$ cat src/design/sep_pkg.sv
// Shared types and character codes of the event-stream field parser.
package sep_pkg;

   localparam logic [7:0] CH_CR = 8'h0D;
   localparam logic [7:0] CH_LF = 8'h0A;
   localparam logic [7:0] CH_SP = 8'h20;

   localparam int unsigned MaxResults = 3;

   typedef enum logic [1:0] {
      KIND_ID    = 2'd0,
      KIND_EVENT = 2'd1,
      KIND_DATA  = 2'd2,
      KIND_END   = 2'd3
   } field_kind_type;

   typedef enum logic [1:0] {
      PH_START  = 2'd0,
      PH_NAME   = 2'd1,
      PH_VALUE  = 2'd2,
      PH_IGNORE = 2'd3
   } phase_type;

   typedef struct packed {
      logic [7:0]     out_byte;
      field_kind_type field_kind;
      logic           value_restart;
      logic           is_last;
   } result_type;

   // results caused by one input byte, lowest index first
   typedef struct packed {
      result_type [MaxResults-1:0] items;
      logic [1:0]                  count;
   } batch_type;

endpackage

$ cat src/design/sep_parser.sv
// Line parser: state register and the per-byte next-state and result logic.
module sep_parser (
   input  logic               clock,
   input  logic               reset,
   input  logic               fire,
   input  logic [7:0]         in_byte,
   output sep_pkg::batch_type batch
);
   import sep_pkg::*;

   typedef struct packed {
      phase_type      phase;
      logic [2:0]     pos;
      field_kind_type field;
      logic           cr_held;
      logic           value_begun;
      logic           data_seen;
   } parser_state_type;

   typedef struct packed {
      parser_state_type st;
      logic [1:0]       cnt;
      result_type       r0;
      result_type       r1;
   } take_result_type;

   parser_state_type state_ff, state_in;

   function automatic logic [2:0] name_len(field_kind_type f);
      logic [2:0] len;
      unique case (f)
         KIND_ID:    len = 3'd3;
         KIND_EVENT: len = 3'd6;
         KIND_DATA:  len = 3'd5;
         default:    len = 3'd7;
      endcase
      return len;
   endfunction

   function automatic logic [7:0] name_char(field_kind_type f, logic [2:0] p);
      logic [7:0] ch;
      ch = 8'h00;
      case (f)
         KIND_ID: begin
            case (p)
               3'd0:    ch = "i";
               3'd1:    ch = "d";
               3'd2:    ch = ":";
               default: ch = 8'h00;
            endcase
         end
         KIND_EVENT: begin
            case (p)
               3'd0:    ch = "e";
               3'd1:    ch = "v";
               3'd2:    ch = "e";
               3'd3:    ch = "n";
               3'd4:    ch = "t";
               3'd5:    ch = ":";
               default: ch = 8'h00;
            endcase
         end
         KIND_DATA: begin
            case (p)
               3'd0:    ch = "d";
               3'd1:    ch = "a";
               3'd2:    ch = "t";
               3'd3:    ch = "a";
               3'd4:    ch = ":";
               default: ch = 8'h00;
            endcase
         end
         default: ch = 8'h00;
      endcase
      return ch;
   endfunction

   function automatic take_result_type take_content(parser_state_type s, logic [7:0] b);
      take_result_type c;
      c     = '0;
      c.st  = s;
      unique case (s.phase)
         PH_START: begin
            c.st.phase = PH_NAME;
            c.st.pos   = 3'd1;
            if (b == "i") begin
               c.st.field = KIND_ID;
            end else if (b == "e") begin
               c.st.field = KIND_EVENT;
            end else if (b == "d") begin
               c.st.field = KIND_DATA;
            end else begin
               c.st.phase = PH_IGNORE;
               c.st.pos   = s.pos;
            end
         end
         PH_NAME: begin
            if (s.pos < name_len(s.field) && b == name_char(s.field, s.pos)) begin
               c.st.pos = s.pos + 3'd1;
               // pos stays below the length, so equality marks the colon
               if (s.pos + 3'd1 == name_len(s.field)) begin
                  c.st.phase       = PH_VALUE;
                  c.st.value_begun = 1'b0;
               end
            end else begin
               c.st.phase = PH_IGNORE;
            end
         end
         PH_VALUE: begin
            if (s.value_begun) begin
               c.r0.out_byte   = b;
               c.r0.field_kind = s.field;
               c.cnt           = 2'd1;
            end else if (b != CH_SP) begin
               c.st.value_begun = 1'b1;
               if (s.field == KIND_DATA) begin
                  c.st.data_seen = 1'b1;
               end
               if (s.field == KIND_DATA && s.data_seen) begin
                  // join LF ahead of a later data line
                  c.r0.out_byte   = CH_LF;
                  c.r0.field_kind = KIND_DATA;
                  c.r1.out_byte   = b;
                  c.r1.field_kind = s.field;
                  c.cnt           = 2'd2;
               end else begin
                  c.r0.out_byte      = b;
                  c.r0.field_kind    = s.field;
                  c.r0.value_restart = 1'b1;
                  c.cnt              = 2'd1;
               end
            end
         end
         default: begin
         end
      endcase
      return c;
   endfunction

   function automatic batch_type add_content(batch_type bt, take_result_type c);
      batch_type r;
      r = bt;
      if (c.cnt != 2'd0) begin
         r.items[r.count] = c.r0;
         r.count          = r.count + 2'd1;
      end
      if (c.cnt == 2'd2) begin
         r.items[r.count] = c.r1;
         r.count          = r.count + 2'd1;
      end
      return r;
   endfunction

   function automatic batch_type add_end(batch_type bt);
      batch_type r;
      r                          = bt;
      r.items[r.count]           = '0;
      r.items[r.count].field_kind = KIND_END;
      r.count                    = r.count + 2'd1;
      return r;
   endfunction

   always_ff @(posedge clock) begin
      if (reset) begin
         state_ff <= '{phase: PH_START, pos: 3'd0, field: KIND_ID,
                       cr_held: 1'b0, value_begun: 1'b0, data_seen: 1'b0};
      end else begin
         state_ff <= state_in;
      end
   end

   always_comb begin
      parser_state_type s;
      batch_type        bt;
      take_result_type  c;
      logic             consumed;
      s        = state_ff;
      bt       = '0;
      c        = '0;
      consumed = 1'b0;

      if (s.cr_held) begin
         s.cr_held = 1'b0;
         if (in_byte == CH_LF) begin
            if (s.phase == PH_START) begin
               bt          = add_end(bt);
               s.data_seen = 1'b0;
            end
            s.phase       = PH_START;
            s.pos         = 3'd0;
            s.value_begun = 1'b0;
            consumed      = 1'b1;
         end else begin
            // lone CR is content, ahead of the byte after it
            c  = take_content(s, CH_CR);
            s  = c.st;
            bt = add_content(bt, c);
         end
      end

      if (!consumed) begin
         if (in_byte == CH_CR) begin
            s.cr_held = 1'b1;
         end else if (in_byte == CH_LF) begin
            if (s.phase == PH_START) begin
               bt          = add_end(bt);
               s.data_seen = 1'b0;
            end
            s.phase       = PH_START;
            s.pos         = 3'd0;
            s.value_begun = 1'b0;
         end else begin
            c  = take_content(s, in_byte);
            s  = c.st;
            bt = add_content(bt, c);
         end
      end

      if (bt.count != 2'd0) begin
         bt.items[bt.count - 2'd1].is_last = 1'b1;
      end

      batch    = bt;
      state_in = fire ? s : state_ff;
   end

endmodule

$ cat src/design/sep_out_queue.sv
// Result register: holds the results of one byte and hands them out a beat at a time.
module sep_out_queue (
   input  logic                clock,
   input  logic                reset,
   input  logic                load,
   input  sep_pkg::batch_type  batch,
   input  logic                pop_ready,
   output logic                space,
   output logic                head_valid,
   output sep_pkg::result_type head
);
   import sep_pkg::*;

   result_type [MaxResults-1:0] items_ff, items_in;
   logic [1:0]                  cnt_ff, cnt_in;
   logic                        pop;

   assign head_valid = (cnt_ff != 2'd0);
   assign head       = items_ff[0];
   assign pop        = head_valid && pop_ready;
   // a new batch fits once the last waiting beat leaves
   assign space      = (cnt_ff == 2'd0) || (cnt_ff == 2'd1 && pop);

   always_comb begin
      items_in = items_ff;
      cnt_in   = cnt_ff;
      if (load) begin
         items_in = batch.items;
         cnt_in   = batch.count;
      end else if (pop) begin
         items_in[0] = items_ff[1];
         items_in[1] = items_ff[2];
         cnt_in      = cnt_ff - 2'd1;
      end
   end

   always_ff @(posedge clock) begin
      items_ff <= items_in;
   end

   always_ff @(posedge clock) begin
      if (reset) begin
         cnt_ff <= 2'd0;
      end else begin
         cnt_ff <= cnt_in;
      end
   end

endmodule

$ cat src/design/sse_event_field_parser.sv
// Top level of the event-stream field parser.
// Takes one stream byte per beat and emits the id, event and data value bytes of each
// field line, tagged with their field, plus an event-end beat for each blank line.
// A byte is taken into an input register and parsed once the result register has room,
// its zero to three results landing in a small result register that drains one beat per
// cycle while rsp_tready is high. The block takes a byte every cycle while each byte
// yields at most one result and the result side is ready; a byte with more results
// holds the single result port for one beat each, which sets the sustained byte rate.
// No clearing pass is needed after reset.
module sse_event_field_parser (
   input  logic       clock,
   input  logic       reset,
   input  logic       req_tvalid,
   output logic       req_tready,
   input  logic [7:0] req_tdata,   // [7:0] in_byte
   output logic       rsp_tvalid,
   input  logic       rsp_tready,
   output logic [7:0] rsp_tdata,   // [7:0] out_byte
   output logic [2:0] rsp_tuser,   // [1:0] field_kind, [2] value_restart
   output logic       rsp_tlast    // is_last
);
   import sep_pkg::*;

   logic       in_valid_ff, in_valid_in;
   logic [7:0] in_byte_ff;
   logic       fire;
   logic       space;
   batch_type  batch;
   result_type head;

   assign fire       = in_valid_ff && space;
   assign req_tready = !in_valid_ff || fire;

   always_comb begin
      in_valid_in = in_valid_ff;
      if (req_tvalid && req_tready) begin
         in_valid_in = 1'b1;
      end else if (fire) begin
         in_valid_in = 1'b0;
      end
   end

   always_ff @(posedge clock) begin
      if (reset) begin
         in_valid_ff <= 1'b0;
      end else begin
         in_valid_ff <= in_valid_in;
      end
   end

   always_ff @(posedge clock) begin
      if (req_tvalid && req_tready) begin
         in_byte_ff <= req_tdata;
      end
   end

   sep_parser u_parser (
      .clock   (clock),
      .reset   (reset),
      .fire    (fire),
      .in_byte (in_byte_ff),
      .batch   (batch)
   );

   sep_out_queue u_queue (
      .clock      (clock),
      .reset      (reset),
      .load       (fire),
      .batch      (batch),
      .pop_ready  (rsp_tready),
      .space      (space),
      .head_valid (rsp_tvalid),
      .head       (head)
   );

   assign rsp_tdata = head.out_byte;
   assign rsp_tuser = {head.value_restart, head.field_kind};
   assign rsp_tlast = head.is_last;

endmodule

$ cat config.mk
export PLATFORM = sky130hd
export DESIGN_NAME = sse_event_field_parser
export DESIGN_NICKNAME = d
export VERILOG_FILES = /design/src/design/sep_pkg.sv /design/src/design/sep_parser.sv /design/src/design/sep_out_queue.sv /design/src/design/sse_event_field_parser.sv
export SDC_FILE = /design/constraint.sdc
export NUM_CORES = 1
export LEC_CHECK = 0
export BUFFER_PORTS_ARGS = -buffer_cell sky130_fd_sc_hd__buf_4
export CORE_UTILIZATION = 64
export CTS_BUF_LIST = sky130_fd_sc_hd__clkbuf_4
export CTS_CLUSTER_DIAMETER = 60
export DETAILED_ROUTE_END_ITERATION = 8
export PLACE_DENSITY = 0.86
export SYNTH_ARGS = -nofsm -noshare
export SYNTH_HDL_FRONTEND = slang
export SYNTH_SLANG_ARGS = --single-unit
$ cat constraint.sdc
create_clock -name clock -period 4.3 [get_ports clock]
set_input_delay 0.86 -clock clock [delete_from_list [all_inputs] [get_ports clock]]
set_output_delay 0.86 -clock clock [all_outputs]
set_load 0.01 [all_outputs]
---- After elaboration in Yosys (flattened, before gate mapping) ----
Cells that the tools add are included.
word-level totals
  flip-flop bits (word level) ............. 57
  bits of input ports ..................... 12
operators by class
  $add $sub $neg .......................... 7
  $lt $le $gt $ge ......................... 10
  equality and inequality tests ........... 31
  mux-type cells .......................... 138
  bitwise gates (word level) .............. 2
  reduce and logical (&&, ||, !) cells .... 32
operator list
  kind                count
  $mux 38             12
  $bwmux 36           5
  $mux 14             10
  $mux 10             13
  $demux 12 s2        5
  $mux 12             7
  $pmux 7 s5          2
  $mux 3              19
  $mux 8              7
  $pmux 7 s4          2
  $mux 24             2
  $pmux 8 s3          2
  $pmux 7 s3          2
  $and 36x36->36      1
  $mux 36             1
  $not 36->36         1
  $mux 2              14
  $mux 5              5
  $eq 8x7->1 const B  3
  $pmux 5 s2          2
  $mux 1              19
  $pmux 3 s3          2
  $eq 8x4->1 const B  2
  $mux 15             1
  other kinds (26)    81

---- Longest topological paths before layout ----
  depth after elaboration ................. 50
  mapped depth ............................ 16
  gate-level depth less buffers ........... 15

---- By module ----
From an unflattened synthesis, not the netlist that was laid out.
unflattened totals
  cell total of the unflattened synthesis .. 475
  area total of the unflattened synthesis .. 4,355.4 sq um
by module, submodules not included
  module                  instances  cells each  area an instance (sq um)
  sep_parser              1          367         2,358.5
  sep_out_queue           1          94          1,694.1
  sse_event_field_parser  1          14          302.8

---- Worst setup path before layout ----
No wires, ideal clock.
  path type ............................... flip-flop to flip-flop
  from .................................... register in_byte_ff[0]
  to ...................................... register u_parser.state_ff[6] (netlist bit)
  arrival time ............................ 3,646 ps
  data required time ...................... 4,173 ps
  slack ................................... 527 ps
  stages on the path, launching flop included .. 15
  period minus slack after synthesis ...... 3,773 ps
  cells stage by stage .................... edfxtp_1 -> buf_4 -> or4b_2 -> nor2_1 -> buf_2 -> a21oi_1 -> inv_1 -> ha_1 -> or4b_2 -> o31ai_1 -> a211oi_1 -> mux2i_1 -> nor4_2 -> and3_1 -> o211ai_1
on the way
  cells in the longest elaborated chain, start to end .. 18
RTL lines
  what                                             RTL line                                              text
  start: declaration                               sse_event_field_parser.sv:25                          logic [7:0] in_byte_ff;
  start signal: assignment                         sse_event_field_parser.sv:53                          in_byte_ff <= req_tdata;
  $eq 8x4->1                                       sep_parser.sv:184, sep_parser.sv:204
  $mux 5                                           sep_parser.sv:184                                     if (in_byte == CH_LF) begin
  $mux 10                                          sep_parser.sv:182                                     if (s.cr_held) begin
  $eq 3x2->1, or another cell as far along         sep_parser.sv:45, sep_parser.sv:53, sep_parser.sv:64
  $reduce_or 2->1 (no source line)                 --
  $pmux 7 s5 / $pmux 7 s4 (equally long branches)  sep_parser.sv:53, sep_parser.sv:64
  $pmux 8 s3                                       sep_parser.sv:43                                      case (f)
  $mux 8                                           sep_parser.sv:82                                      unique case (s.phase)
  [... 2 more ...]                                 --
  $mux 8                                           sep_parser.sv:201                                     if (!consumed) begin
  $eq 8x8->1                                       sep_parser.sv:98                                      if (s.pos < name_len(s.field) && b == name_char(s.field, s.pos)) begin
  $logic_and 1x1->1                                sep_parser.sv:98
  $mux 3                                           sep_parser.sv:98
  $pmux 5 s2                                       sep_parser.sv:82
  $mux 5                                           sep_parser.sv:204                                     end else if (in_byte == CH_LF) begin
  $mux 7                                           sep_parser.sv:202                                     if (in_byte == CH_CR) begin
  $mux 10 (*)                                      sep_parser.sv:201
  end signal: assignment                           sep_parser.sv:165                                     state_ff <= '{phase: PH_START, pos: 3'd0, field: KIND_ID,
  end signal: assignment                           sep_parser.sv:168                                     state_ff <= state_in;
  end: declaration                                 sep_parser.sv:27                                      parser_state_type state_ff, state_in;
Every way passes the cells marked *; elsewhere a longest branch is shown, timed or not. The select of a mux whose other input is x is not followed.
A chain may end at the register's enable or synchronous reset.

---- Final worst setup path ----
Same ends and word-level chain as after synthesis.

==> results.yml <==
setup_path:
  path_cells: "or4b_2 -> nor2_1 -> a21oi_1 -> inv_1 -> ha_1 -> or4b_2 -> o31ai_1 -> a211oi_1 -> mux2i_1 -> nor4_2 -> and3_1 -> o211ai_1"
  crit_slowest_cell: "or4b_2"
  r2r_slack_ns: 0.29
  path_common_cell: "or4b_2"
  cp-start-kind: "flip-flop"
  crit_fanout: 5
  reg2reg_depth: 12
  crit_path_end_kind: "flip-flop"
  crit_type: "reg -> reg"
  crit_path_max_incr_delay_ns: 0.69
  cp.buffers_inverters: 1
  reg2reg_from: "in_byte_ff[0]"
  crit_family: "simple AND/OR/NAND/NOR gates"
  worstPathArrival_ns: 4.34
  reg2reg_to: "u_parser.state_ff[6]"
  crit_required_ns: 4.63
power_and_ir_drop:
  cellLeakagePower_nw: 1.809
  ir_drop_mv: 0.3054
  p_sw_uw: 494.7
  total_power_mw: 1.561
  pwr-share-clk_pct: 31.1
  seqPwrFrac_pct: 44.9
  p_int_mw: 1.066
  power_density_mw_per_mm2: 333.8
  netSwitchingFraction_pct: 31.69
  comb_power_share_pct: 24.0
place:
  dpl.hpwl_um: 8412
  dp_slack_ns: 0.3498
  place_congestion: 1.001
  io_buffers: 25
clock_tree:
  h-tree-depth: 3
  cts-resized-gates: 0
  clock_latency_ns: 0.44
  cts_setup_buffers: 0
  path_clk_slew_ns: 0.11
  tritoncts: "done"
  ctsHoldBuffers: 0
  root_buffer: "clkbuf_4"
  cts_buffers: 9
  cts_buffer_depth: 2
  numClockSinks: 57
route:
  vias_per_cell: 6.866
  route.final.wire_length_um: 11760
  vias: 3982
  first_pass_iters: 5
  ant_nets: 0
  drc: 0
  drtIter0Drc: 427
  wl_per_cell_um: 20.27
floorplan:
  die_w_um: 83.71
  fp.dieH_um: 83.71
  die_area_sq_mm: 0.007007
  initial_utilization_pct: 66.91
  core.rowCount: 29
  core-area_sq_mm: 0.006386
  ioPinCount: 26
synth:
  synth.distinct_cells: 72
  syn-num-nets: 515
  yosysTopAreaCell: "edfxtp_1"
  ys.flop_type: "edfxtp_1"
  synth_top_area_share_pct: 30.92
  synth_area_sq_mm: 0.004273
  synth_cells: 481
  synth_edf_count: 44
  ys_seq_elements: 57
  yosysWarnings: 0
  ys_async_sr_fraction_pct: 0
  synth_area_leaders: "edfxtp_1 31%, ha_1 6.4%, dfxtp_1 6.1%"
  ys_seq_area_share_pct: 37.01
  syn_area_per_cell_sq_um: 8.883
sta:
  skew_ns: 0.009687
  hold_viol: 0
  relSlewSlack_pct: 36.57
  worstMarginPinSlew_ns: 0.9491
  clock.fmax_ghz: 0.2496
  slew_violations: 0
  fin_crit_sh_pct: 93.16
  period_needed_ns: 4.006
  setup_viol: 0
  rsz0062_at_grt: "no"
  fin_setup_tns_ns: 0
  finalWorstSetupSlack_ns: 0.2941
finish:
  num-nets-final: 532
  post-route-util_pct: 73.24
  syn2layout_area_growth_pct: 9.458
  drive_above_1_share_pct: 16.70
  num_antenna_cells: 0
grt:
  grt_pass1_wl_um: 18860
  grt_usage_pct: 34.67
  antenna_found_initial: 0
  grt_max_degree: 27
  grt_pass1_vias: 3750
  overflow: 0
worst_hold_path:
  min_path_cells: 2
  worst_hold_path_type: "reg -> reg"
  hold_start: "in_valid_ff"
  hold_end: "in_valid_ff"
run_status:
  outcome: "complete, no violations"
job:
  maxCapViolations: 0
worst reg2reg max path, cell delays in order, from the launching register on:
cell and delay [ns]:
edfxtp_1 0.40, or4b_2 0.69, nor2_1 0.32, a21oi_1 0.18, inv_1 0.17, ha_1 0.23
or4b_2 0.60, o31ai_1 0.09, a211oi_1 0.09, mux2i_1 0.19, nor4_2 0.52, and3_1 0.31
o211ai_1 0.11
layout by cell type, fill, tap and decap left out, types with 8 or more instances in the layout:
master and count:
a21oi_1 42, a22o_1 11, a31oi_1 10, buf_4 48
clkbuf_4 9, dfxtp_1 13, edfxtp_1 44, ha_1 22
inv_1 29, nand2_1 49, nor2_1 31, nor2b_1 8
nor3_1 12, o21ai_0 22
area by class of cell:
class / instances / area (sq um)
multi-input combinational: 352 / 2356
timing repair buffer: 48 / 360.3
tap: 77 / 96.34
fill: 513 / 1709
inverter: 30 / 112.6
clock inverter: 7 / 102.6
sequential: 57 / 1582
clock buffer: 9 / 67.56
flip-flops by register name, summed over array words and instances (netlist names):
name,count
u_queue.items_ff,24
u_queue.head,12
u_parser.state_ff,10
in_byte_ff,8
u_queue.cnt_ff,2
in_valid_ff,1
kinds of logic after synthesis:
family | after synthesis | synth area share (%)
and+or+nand+nor | 163 | 21.20
AOI/OAI and AO/OA | 157 | 25.33
buffers and inverters | 72 | 7.847
DFF | 57 | 37.01
adders and majority gates | 22 | 6.442
xor gates and xnor gates | 6 | 1.230
muxes | 4 | 0.9371
per-stage QoR:
step	hold slack, ns	std cells	instance area [sq um]
5_1_grt	0.5614	580	4677
6_report	0.5255	580	4677
3_3_place_gp	0.4901	564	4507
2_1_floorplan	0.4742	481	4273
3_5_place_dp	0.5018	564	4507
4_1_cts	0.5279	580	4677
power by group through the flow:
stage | logic [mW] | clock network [mW] | registers [mW]
2_1_floorplan | 0.266 | 0 | 0.706
3_3_place_gp | 0.358 | 0 | 0.711
3_5_place_dp | 0.366 | 0 | 0.714
4_1_cts | 0.369 | 0.482 | 0.702
5_1_grt | 0.408 | 0.503 | 0.707
6_report | 0.375 | 0.485 | 0.701
Yosys cell counts (4+ instances only):
library cell / n
buf_4: 14
buf_2: 4
and2_1: 7
a31oi_1: 10
o211ai_1: 6
a221o_1: 4
and3_1: 4
nand3_1: 6
mux2i_1: 4
a21oi_1: 42
ha_1: 22
nand2_1: 49
nand2b_1: 6
clkbuf_1: 22
xnor2_1: 5
nor2b_1: 8
edfxtp_1: 44
o21ai_0: 22
dfxtp_1: 13
a22o_1: 11
nor3_1: 12
o21a_1: 7
nand4_1: 6
or3_1: 7
inv_1: 29
o22ai_1: 4
a211oi_1: 4
o31ai_1: 7
nor2_1: 31
a21o_1: 4
metal layers:
metal	wire [um]	track usage, %	vias up
met2	5516	55.43	246
met1	4573	43.32	1840
met5	0	0	-
met3	1057	7.517	65
li1	-	-	1831
met4	611	20.03	0
worst max path at each step:
stage,startpoint,end,slack (ns),depth (start not counted)
6_report,in_byte_ff[0],u_parser.state_ff[6],0.29,12
5_1_grt,in_byte_ff[0],u_parser.state_ff[6],0.12,12
4_1_cts,in_byte_ff[0],u_parser.state_ff[6],0.35,12
3_5_place_dp,in_byte_ff[0],u_parser.state_ff[6],0.35,12
3_3_place_gp,in_byte_ff[0],u_parser.state_ff[7],0.50,12
2_1_floorplan,in_byte_ff[0],u_parser.state_ff[6],0.53,14
(Power assumes the default switching activity.)
